<file path="src/design/vdn_pkg.sv">
// Package for the vector dot product and norm block.
// Holds the fixed widths, payload structs and controller/datapath link types.
// No dependencies.
package vdn_pkg;

    // Element and accumulator widths.
    localparam int ELEM_WIDTH = 16;
    localparam int FRAC_BITS  = 8;
    localparam int PROD_WIDTH = 2 * ELEM_WIDTH;
    localparam int ACC_WIDTH  = 41;
    localparam int SUM_WIDTH  = ACC_WIDTH + 1;
    localparam int OUT_WIDTH  = 42;
    localparam int OUT_FRAC   = 16;

    // Square root geometry: the radicand is the non-negative accumulator
    // shifted up so that the root carries OUT_FRAC fraction bits.
    localparam int NORM_SHIFT = 2 * OUT_FRAC - 2 * FRAC_BITS;
    localparam int RAD_WIDTH  = ACC_WIDTH - 1 + NORM_SHIFT;
    localparam int ROOT_WIDTH = RAD_WIDTH / 2;
    localparam int REM_WIDTH  = ROOT_WIDTH + 3;
    localparam int CNT_WIDTH  = $clog2(ROOT_WIDTH);

    // Mode register values.
    localparam logic MODE_DOT  = 1'b0;
    localparam logic MODE_NORM = 1'b1;

    // Input item.
    typedef struct packed {
        logic signed [ELEM_WIDTH-1:0] elem_a;
        logic signed [ELEM_WIDTH-1:0] elem_b;
        logic                         last_elem;
    } in_t;

    // Result item.
    typedef struct packed {
        logic signed [OUT_WIDTH-1:0] result_value;
        logic                        saturated;
    } out_t;

    // Commands from the controller to the datapath.
    typedef struct packed {
        logic load;
        logic mul;
        logic acc;
        logic finish_dot;
        logic start_sqrt;
        logic sqrt_step;
        logic sqrt_last;
    } cmd_t;

    // Status from the datapath to the controller.
    typedef struct packed {
        logic last;
        logic mode;
    } stat_t;

endpackage

</file>
<file path="src/design/vdn_ctrl.sv">
// Controller state machine for the vector dot product and norm block.
// Sequences multiply, accumulate and the digit-serial square root.
// Depends on vdn_pkg.
module vdn_ctrl (
    input  logic          clk,
    input  logic          rst_n,
    input  logic          start,
    input  vdn_pkg::stat_t stat,
    output vdn_pkg::cmd_t cmd,
    output logic          busy
);
    import vdn_pkg::*;

    localparam logic [1:0] ST_IDLE = 2'd0;
    localparam logic [1:0] ST_MUL  = 2'd1;
    localparam logic [1:0] ST_ACC  = 2'd2;
    localparam logic [1:0] ST_SQRT = 2'd3;

    logic [1:0]           state_reg;
    logic [1:0]           state_next;
    logic [CNT_WIDTH-1:0] cnt_reg;
    logic [CNT_WIDTH-1:0] cnt_next;
    logic                 cnt_end;

    assign cnt_end = (cnt_reg == CNT_WIDTH'(ROOT_WIDTH - 1));
    assign busy    = (state_reg != ST_IDLE);

    // Next state and command decode.
    always_comb
    begin
        state_next = state_reg;
        cnt_next   = cnt_reg;
        cmd        = '0;
        unique case (state_reg)
            ST_IDLE:
            begin
                if (start)
                begin
                    cmd.load   = 1'b1;
                    state_next = ST_MUL;
                end
            end
            ST_MUL:
            begin
                cmd.mul    = 1'b1;
                state_next = ST_ACC;
            end
            ST_ACC:
            begin
                cmd.acc    = 1'b1;
                state_next = ST_IDLE;
                if (stat.last)
                begin
                    if (stat.mode == MODE_NORM)
                    begin
                        cmd.start_sqrt = 1'b1;
                        cnt_next       = '0;
                        state_next     = ST_SQRT;
                    end
                    else
                    begin
                        cmd.finish_dot = 1'b1;
                    end
                end
            end
            ST_SQRT:
            begin
                cmd.sqrt_step = 1'b1;
                cnt_next      = cnt_reg + 1'b1;
                if (cnt_end)
                begin
                    cmd.sqrt_last = 1'b1;
                    state_next    = ST_IDLE;
                end
            end
            default:
            begin
                state_next = ST_IDLE;
            end
        endcase
    end

    // State and iteration counter.
    always_ff @(posedge clk or negedge rst_n)
    begin
        if (!rst_n)
        begin
            state_reg <= ST_IDLE;
            cnt_reg   <= '0;
        end
        else
        begin
            state_reg <= state_next;
            cnt_reg   <= cnt_next;
        end
    end

endmodule

</file>
<file path="src/design/vdn_datapath.sv">
// Datapath for the vector dot product and norm block: operand registers,
// multiplier, saturating accumulator, square root unit and result register.
// Depends on vdn_pkg.
module vdn_datapath (
    input  logic           clk,
    input  logic           rst_n,
    input  vdn_pkg::cmd_t  cmd,
    output vdn_pkg::stat_t stat,
    input  vdn_pkg::in_t   operand,
    input  logic           mode_we,
    input  logic           mode_wdata,
    output vdn_pkg::out_t  result,
    output logic           done
);
    import vdn_pkg::*;

    logic                         mode_reg;
    logic signed [ELEM_WIDTH-1:0] a_reg;
    logic signed [ELEM_WIDTH-1:0] b_reg;
    logic                         last_reg;
    logic                         op_mode_reg;
    logic signed [PROD_WIDTH-1:0] prod_reg;
    logic signed [ACC_WIDTH-1:0]  acc_reg;
    logic                         clip_reg;
    logic signed [SUM_WIDTH-1:0]  sum;
    logic signed [ACC_WIDTH-1:0]  sum_sat;
    logic                         ovf;
    logic                         clip_next;
    logic [RAD_WIDTH-1:0]         rad_reg;
    logic [REM_WIDTH-1:0]         rem_reg;
    logic [ROOT_WIDTH-1:0]        root_reg;
    logic [REM_WIDTH-1:0]         rem_shift;
    logic [REM_WIDTH-1:0]         trial;
    logic                         fits;
    logic [ROOT_WIDTH-1:0]        root_next;
    logic                         sat_hold_reg;
    out_t                         result_reg;
    logic                         done_reg;

    assign stat.last = last_reg;
    assign stat.mode = op_mode_reg;

    // Mode register, written from the configuration port.
    always_ff @(posedge clk or negedge rst_n)
    begin
        if (!rst_n)
            mode_reg <= MODE_DOT;
        else if (mode_we)
            mode_reg <= mode_wdata;
    end

    // Operand capture on an accepted transfer, then the registered product.
    always_ff @(posedge clk)
    begin
        if (cmd.load)
        begin
            a_reg       <= operand.elem_a;
            b_reg       <= operand.elem_b;
            last_reg    <= operand.last_elem;
            op_mode_reg <= mode_reg;
        end
        if (cmd.mul)
        begin
            if (op_mode_reg == MODE_NORM)
                prod_reg <= PROD_WIDTH'(a_reg) * PROD_WIDTH'(a_reg);
            else
                prod_reg <= PROD_WIDTH'(a_reg) * PROD_WIDTH'(b_reg);
        end
    end

    // Wide add with clamping to the accumulator range.
    always_comb
    begin
        sum = SUM_WIDTH'(acc_reg) + SUM_WIDTH'(prod_reg);
        ovf = (sum[SUM_WIDTH-1] != sum[SUM_WIDTH-2]);
        if (!ovf)
            sum_sat = sum[ACC_WIDTH-1:0];
        else if (!sum[SUM_WIDTH-1])
            sum_sat = {1'b0, {(ACC_WIDTH-1){1'b1}}};
        else
            sum_sat = {1'b1, {(ACC_WIDTH-1){1'b0}}};
        clip_next = clip_reg | ovf;
    end

    // Accumulator and clip flag; both clear once a vector ends.
    always_ff @(posedge clk or negedge rst_n)
    begin
        if (!rst_n)
        begin
            acc_reg  <= '0;
            clip_reg <= 1'b0;
        end
        else if (cmd.acc)
        begin
            if (last_reg)
            begin
                acc_reg  <= '0;
                clip_reg <= 1'b0;
            end
            else
            begin
                acc_reg  <= sum_sat;
                clip_reg <= clip_next;
            end
        end
    end

    // One root bit per step: bring down two radicand bits and try to subtract.
    always_comb
    begin
        rem_shift = {rem_reg[REM_WIDTH-3:0], rad_reg[RAD_WIDTH-1 -: 2]};
        trial     = {{(REM_WIDTH-ROOT_WIDTH-2){1'b0}}, root_reg, 2'b01};
        fits      = (rem_shift >= trial);
        root_next = {root_reg[ROOT_WIDTH-2:0], fits};
    end

    // Square root registers; a negative sum gives a zero radicand.
    always_ff @(posedge clk)
    begin
        if (cmd.start_sqrt)
        begin
            if (sum_sat[ACC_WIDTH-1])
                rad_reg <= '0;
            else
                rad_reg <= {sum_sat[ACC_WIDTH-2:0], {NORM_SHIFT{1'b0}}};
            rem_reg      <= '0;
            root_reg     <= '0;
            sat_hold_reg <= clip_next;
        end
        else if (cmd.sqrt_step)
        begin
            rad_reg  <= {rad_reg[RAD_WIDTH-3:0], 2'b00};
            rem_reg  <= fits ? (rem_shift - trial) : rem_shift;
            root_reg <= root_next;
        end
    end

    // Result register; the payload needs no reset.
    always_ff @(posedge clk)
    begin
        if (cmd.finish_dot)
        begin
            result_reg.result_value <= OUT_WIDTH'(sum_sat);
            result_reg.saturated    <= clip_next;
        end
        else if (cmd.sqrt_last)
        begin
            result_reg.result_value <= {{(OUT_WIDTH-ROOT_WIDTH){1'b0}}, root_next};
            result_reg.saturated    <= sat_hold_reg;
        end
    end

    // Result strobe, high for one cycle per finished vector.
    always_ff @(posedge clk or negedge rst_n)
    begin
        if (!rst_n)
            done_reg <= 1'b0;
        else
            done_reg <= cmd.finish_dot | cmd.sqrt_last;
    end

    assign result = result_reg;
    assign done   = done_reg;

endmodule

</file>
<file path="src/design/vector_dot_product_and_norm.sv">
// Top level of the vector dot product and norm block.
// Joins the controller (vdn_ctrl) and the datapath (vdn_datapath); uses vdn_pkg.
//
//   Channel   Handshake              Transfer when         Payload
//   input     start / busy           start && !busy        operand (in_t)
//   result    done (strobe)          done                  result (out_t)
//   config    mode_we                mode_we               mode_wdata
//
// An element passes through the accepting edge, a multiply state and an accumulate
// state, set by the registered multiplier and the 42-bit adder.
// On the last element of a norm vector the 28-bit square root follows, one
// root bit per cycle in the restoring unit.
// The result strobe rises the cycle after the accumulate or the final root step.
// Reset clears the accumulator, clip flag, mode and controller; the receiver
// cannot stall, so each result is shown for exactly one cycle.
module vector_dot_product_and_norm (
    input  logic          clk,
    input  logic          rst_n,
    input  logic          start,
    output logic          busy,
    input  vdn_pkg::in_t  operand,
    input  logic          mode_we,
    input  logic          mode_wdata,
    output vdn_pkg::out_t result,
    output logic          done
);
    import vdn_pkg::*;

    cmd_t  cmd;
    stat_t stat;

    // Sequencing.
    vdn_ctrl u_ctrl (
        .clk   (clk),
        .rst_n (rst_n),
        .start (start),
        .stat  (stat),
        .cmd   (cmd),
        .busy  (busy)
    );

    // Arithmetic and storage.
    vdn_datapath u_datapath (
        .clk        (clk),
        .rst_n      (rst_n),
        .cmd        (cmd),
        .stat       (stat),
        .operand    (operand),
        .mode_we    (mode_we),
        .mode_wdata (mode_wdata),
        .result     (result),
        .done       (done)
    );

endmodule

</file>
<file path="config.mk">
export PLATFORM = sky130hd
export DESIGN_NAME = vector_dot_product_and_norm
export DESIGN_NICKNAME = d
export VERILOG_FILES = /design/src/design/vdn_pkg.sv /design/src/design/vdn_ctrl.sv /design/src/design/vdn_datapath.sv /design/src/design/vector_dot_product_and_norm.sv
export SDC_FILE = /design/constraint.sdc
export NUM_CORES = 2
export LEC_CHECK = 0
export ABC_AREA = 1
export BUFFER_PORTS_ARGS = -buffer_cell sky130_fd_sc_hd__buf_4
export CORE_ASPECT_RATIO = 1.75
export CORE_MARGIN = 1.5
export CORE_UTILIZATION = 35
export DETAILED_ROUTE_END_ITERATION = 7
export SYNTH_ARGS = -nofsm -noshare
export SYNTH_HDL_FRONTEND = slang
export SYNTH_SLANG_ARGS = --single-unit
</file>
<file path="constraint.sdc">
create_clock -name clk -period 8.4 [get_ports clk]
set_input_delay 0.84 -clock clk [delete_from_list [all_inputs] [get_ports clk]]
set_output_delay 0.84 -clock clk [all_outputs]
set_load 0.02 [all_outputs]
</file>
# [Word level (Yosys, flattened, before mapping)]
# Index checks and enable logic that the tools add are counted.
[totals] reg_bits=274 word_cells=69 in_bits=38 output_inout_bits=45
[classes] reduce_logical=7 n_eq_ne=9 muxes=28 order_cmp=1 addsub=3 multipliers=2 bitwise_logic=2
[op_table] cell="2-to-1 mux 56 bit" n=3
[op_table] cell="2-to-1 mux 41 bit" n=3
[op_table] cell="2-to-1 mux 43 bit" n=2
[op_table] cell="multiplier 16 x 16 -> 32 bit" n=2
[op_table] cell="adder 41 x 32 -> 42 bit" n=1
[op_table] cell="2-to-1 mux 32 bit" n=1
[op_table] cell="greater-or-equal comparator 31 x 30 -> 1 bit" n=1
[op_table] cell="2-to-1 mux 29 bit" n=1
[op_table] cell="subtractor 29 bit" n=1
[op_table] cell="2-to-1 mux 2 bit" n=6
[op_table] cell="2-to-1 mux 5 bit" n=2
[op_table] cell="case mux 5 bit (2 select lines)" n=1
[op_table] cell="case mux 2 bit (4 select lines)" n=1
[op_table] cell="nonzero test 2 bit" n=4
[op_table] cell="2-to-1 mux 1 bit" n=7
[op_table] cell="inequality test 2 x 1 -> 1 bit (second input constant)" n=3
[op_table] cell="adder 5 x 1 -> 5 bit (second input constant)" n=1
[op_table] cell="== test 5 bit (second input constant)" n=1
[op_table] cell="== test 2 bit (second input constant)" n=2
[op_table] cell="2-to-1 mux 3 bit" n=1
[op_table] cell="AND reduction 3 bit" n=1
[op_table] cell="== test 2 x 1 -> 1 bit (second input constant)" n=1
[op_table] cell="logical NOT 2 bit" n=1
[op_table] cell="inequality test 2 bit (second input constant)" n=1
[op_table] cell="other kinds (3)" n=4

# [Depth between registers and ports, before layout]
[depth] ltp_word=5 depth_mapped=26 depth_no_buf=25

# [Hierarchy]
# A second synthesis with hierarchy kept.
[unflattened] cells_unflattened=4484 hier_area_um2=34813.4
[modules_own_cells] module="vdn_datapath" area_per_inst_um2=34384.2 seq_area_each_um2=6716.4 cells_each=4424 instances=1
[modules_own_cells] module="vdn_ctrl" area_per_inst_um2=429.2 seq_area_each_um2=175.2 cells_each=60 instances=1

# [Least setup slack after synthesis]
# Ideal clock, no wire load.
[synth_path] path_kind="reg-to-reg" from="reg u_datapath.a_reg[15]" to="reg u_datapath.prod_reg[29] (data pin)" slack_ns=2.527 synth_period_minus_slack_ns=5.873 required_time_ns=8.146 path_stages_with_launch=22 setup_ns=0.254 n_path_buf=2 t_arrival_ns=5.619 cell_sequence="edfxtp_1 clkbuf_1 buf_1 nand2_1 inv_1 fa_1 fa_1 fa_1 fa_1 fa_1 inv_1 fa_1 inv_1 ha_1 nand2_1 nor2_1 nand2_1 or2_2 nand3_1 nand2_1 nand3_1 nand2_1"
[synth_via] elab_chain_cells=2 word_cells_on_any_way=3 cone_classes="2 x mul; 1 x mux"
[synth_rtl] element="start: declaration" line_no="vdn_datapath.sv:18" text="logic signed [ELEM_WIDTH-1:0] a_reg;"
[synth_rtl] element="start signal: assignment" line_no="vdn_datapath.sv:57" text="a_reg <= operand.elem_a;"
[synth_rtl] element="multiplier 16 x 16 -> 32 bit, on equally long branches" line_no="vdn_datapath.sv:67, vdn_datapath.sv:65"
[synth_rtl] element="2-to-1 mux 32 bit *" line_no="vdn_datapath.sv:64" text="if (op_mode_reg == MODE_NORM)"
[synth_rtl] element="end signal: assignment" line_no="vdn_datapath.sv:65" text="prod_reg <= PROD_WIDTH'(a_reg) * PROD_WIDTH'(a_reg);"
[synth_rtl] element="end signal: assignment" line_no="vdn_datapath.sv:67" text="prod_reg <= PROD_WIDTH'(a_reg) * PROD_WIDTH'(b_reg);"
[synth_rtl] element="end: declaration" line_no="vdn_datapath.sv:22" text="logic signed [PROD_WIDTH-1:0] prod_reg;"
# Mark *: on every way between the ends. The rest lies on a longest branch, timed or not.
# A chain may end at the register's enable or synchronous reset.

# [Final worst setup path]
[layout_path] from="reg u_datapath.a_reg[15]" to="reg u_datapath.prod_reg[25] (data pin)"
# The elaborated chain is that of the path after synthesis.

==> results.toml <==
[clock_tree]
insertion_delay_ns = 0.61
htreeDepth = 1
cts_setup_buffers = 0
clk_pin_slew_ns = 0.06
cts_buffers = 31
cts_hold_buf = 0
clockBufferDepth = 3
clock-sinks = 257
post_cts_resize_count = 0
cts_tree = "built"
cts-root-buf = "clkbuf_16"

[logic_synthesis]
syn_area_per_cell_um2 = 7.52
synthesis.nets = 5539
yosys_warnings = 0
async_reset_ff_frac = 0.198
netlist_area_um2 = 35800
yosysUniqueCellTypes = 49
synthFlopType = "edfxtp_1"
yosys_register_bits = 257
yosysSeqAreaShare = 0.193
synth_edf_count = 149
syn-instance-count = 4759

[sta]
rsz0062_at_grt = "false"
max_freq_ghz = 0.131
setup_violations = 0
drv_slew = 0
whs_ns = 0.303
relSlewSlack = 0.271
hold_violations = 0
worst_clock_skew_ns = 0.0331
finalSetupTns_ns = 0
layout_min_cycle_time_ns = 7.65
worstMarginPinSlew_ns = 1.09
min_period_over_period = 0.911

[worst_setup_path]
cp.required_ns = 8.73
crit_path_start_kind = "flip-flop"
crit_arrival_ns = 7.98
worstSetupPathType = "reg2reg"
end_kind = "flip-flop"
ff2ff_path_depth = 21
worstPathMaxFanout = 29

[global_routing]
grt_max_degree = 68
grt_first_pass_wirelength_mm = 177
grtUsageTotal = 0.221
grt_pass1_vias = 33100
overflow = 0
antenna_found_initial = 0

[die]
die_area_um2 = 104000
die_height_um = 426
start_util = 0.352
core_area_um2 = 102000
die_w_um = 245
rows = 155
boundaryPins = 83

[placement]
hpwl_mm = 94.4
place_congestion = 0.990
port_buffers = 82

[cells_and_area]
fin_util = 0.382
insertedDiodeCount = 0
final_nets = 5548
largest_register_ffs = 42
area_growth_pct = 8.46
drive_gt1_frac = 0.0517

[routing]
vias_per_cell = 4.90
vias = 30000
drtIter0Drc = 1176
drc = 0
wirelength_mm = 113
ant_nets = 0
routedWlPerCell_um = 18.5
first_pass_iters = 6

[job]
cap_viol_max_count = 0

[hold_path]
hold_path_class = "in2async"

[run_status]
status = "finished, final reports clean"
## final timing paths
kind	start	end	slack [ns]
worst max-delay path	u_datapath.a_reg[15]$_DFFE_PP_	u_datapath.prod_reg[25]$_DFFE_PN_	0.75
worst min-delay path	rst_n	u_datapath.acc_reg[38]$_DFFE_PN0P_	0.30
worst max register to register	u_datapath.a_reg[15]$_DFFE_PP_	u_datapath.prod_reg[25]$_DFFE_PN_	0.75
worst min register to register	u_datapath.rem_reg[28]$_SDFFE_PP0P_	u_datapath.rem_reg[28]$_SDFFE_PP0P_	0.48
max in group asynchronous	rst_n	u_datapath.done$_DFF_PN0_	7.54
min in group clk	operand[29]	u_datapath.a_reg[12]$_DFFE_PP_	0.40
## critical path, stage by stage, from the launching register on
cell and delay [ns]:
edfxtp_1 0.65, buf_4 0.45, nand2_1 0.18, inv_1 0.11
fa_1 0.60, fa_1 0.66, fa_1 0.47, fa_1 0.54
fa_1 0.51, inv_1 0.05, fa_1 0.52, inv_1 0.05
ha_1 0.42, nand2_1 0.15, nor2_1 0.35, inv_1 0.25
nor3_1 0.55, nand3b_1 0.40, nand3_1 0.20, nand2_1 0.06
nand3_1 0.06, o21ai_0 0.12
## Yosys cell counts (5+ instances only)
cell type  count  area (um2)
buf_6         11         124
a21oi_1      161         806
ha_1         245        3070
or2_2         13        81.3
buf_2          5        25.0
xnor2_1       30         263
nand3_1      279        1400
a31oi_1       11        68.8
nand2_1     1362        5110
o21a_1         6        45.0
dfrtp_1       51        1280
clkbuf_1     121         454
o21bai_1      22         165
and2_1         6        37.5
nor2_2        14        87.6
nor3_1        28         140
nor2_1       240         901
buf_1         10        37.5
inv_2         13        48.8
a21boi_0       5        37.5
edfxtp_1     149        4470
dfxtp_1       57        1140
o21ai_0       97         485
buf_4          6        45.0
a21o_1        12        90.1
xor2_1        22         193
nand3b_1       8        60.1
a22oi_1       28         210
nand4_1       46         288
fa_1         497        9950
inv_1       1167        4380
nand2_2        7        43.8
## logic make-up (layout without fill, tap and decap cells)
group                      after synthesis  after routing  share of synthesized area
muxes                                    1              1                   0.000315
xor gates and xnor gates                52             52                     0.0127
and+or+nand+nor                       2016           2016                      0.231
AOI/OAI and AO/OA                      355            355                     0.0562
buffers and inverters                 1336           1370                      0.143
DFF                                    257            257                      0.193
adders and majority gates              742            742                      0.364
## cell type report
type	instances	area, um2
clock buffers	43	913
multi-input cells	3166	23800
fillers	10800	62800
flip-flops and latches	257	6890
clock inverters	15	118
repair buffers	129	968
inverters	1183	4440
well taps	1334	1670
## per-stage QoR
stage / cells / cell area (um2) / setup slack, ns
5_1_grt: 6127 / 38800 / 0.555
6_report: 6127 / 38800 / 0.748
2_1_floorplan: 4759 / 35800 / 2.53
4_1_cts: 6127 / 38800 / 0.741
3_5_place_dp: 6069 / 37800 / 0.781
3_3_place_gp: 6069 / 37800 / 0.769
## layer usage
metal | vias to the layer above | global-route usage | wire, um
li1 | 14300 | - | -
met1 | 14500 | 0.202 | 37000
met2 | 799 | 0.448 | 63300
met3 | 409 | 0.0156 | 3510
met4 | 0 | 0.162 | 9540
met5 | - | 0 | 0
## cell usage in the layout (no fill, tap or decap), drive strengths merged, types with 12 or more instances in the layout
cell    count
nand2    1369
inv      1185
fa        497
nand3     284
nor2      255
ha        245
a21oi     161
edfxtp    149
buf       129
o21ai      99
dfxtp      57
dfrtp      51
nand4      46
clkbuf     43
xnor2      30
nor3       30
a22oi      28
o21bai     23
xor2       22
or2        14
a21o       12
Power is not shown: default switching activity piles up to over one toggle a cycle in this logic, so the estimate is an artifact.
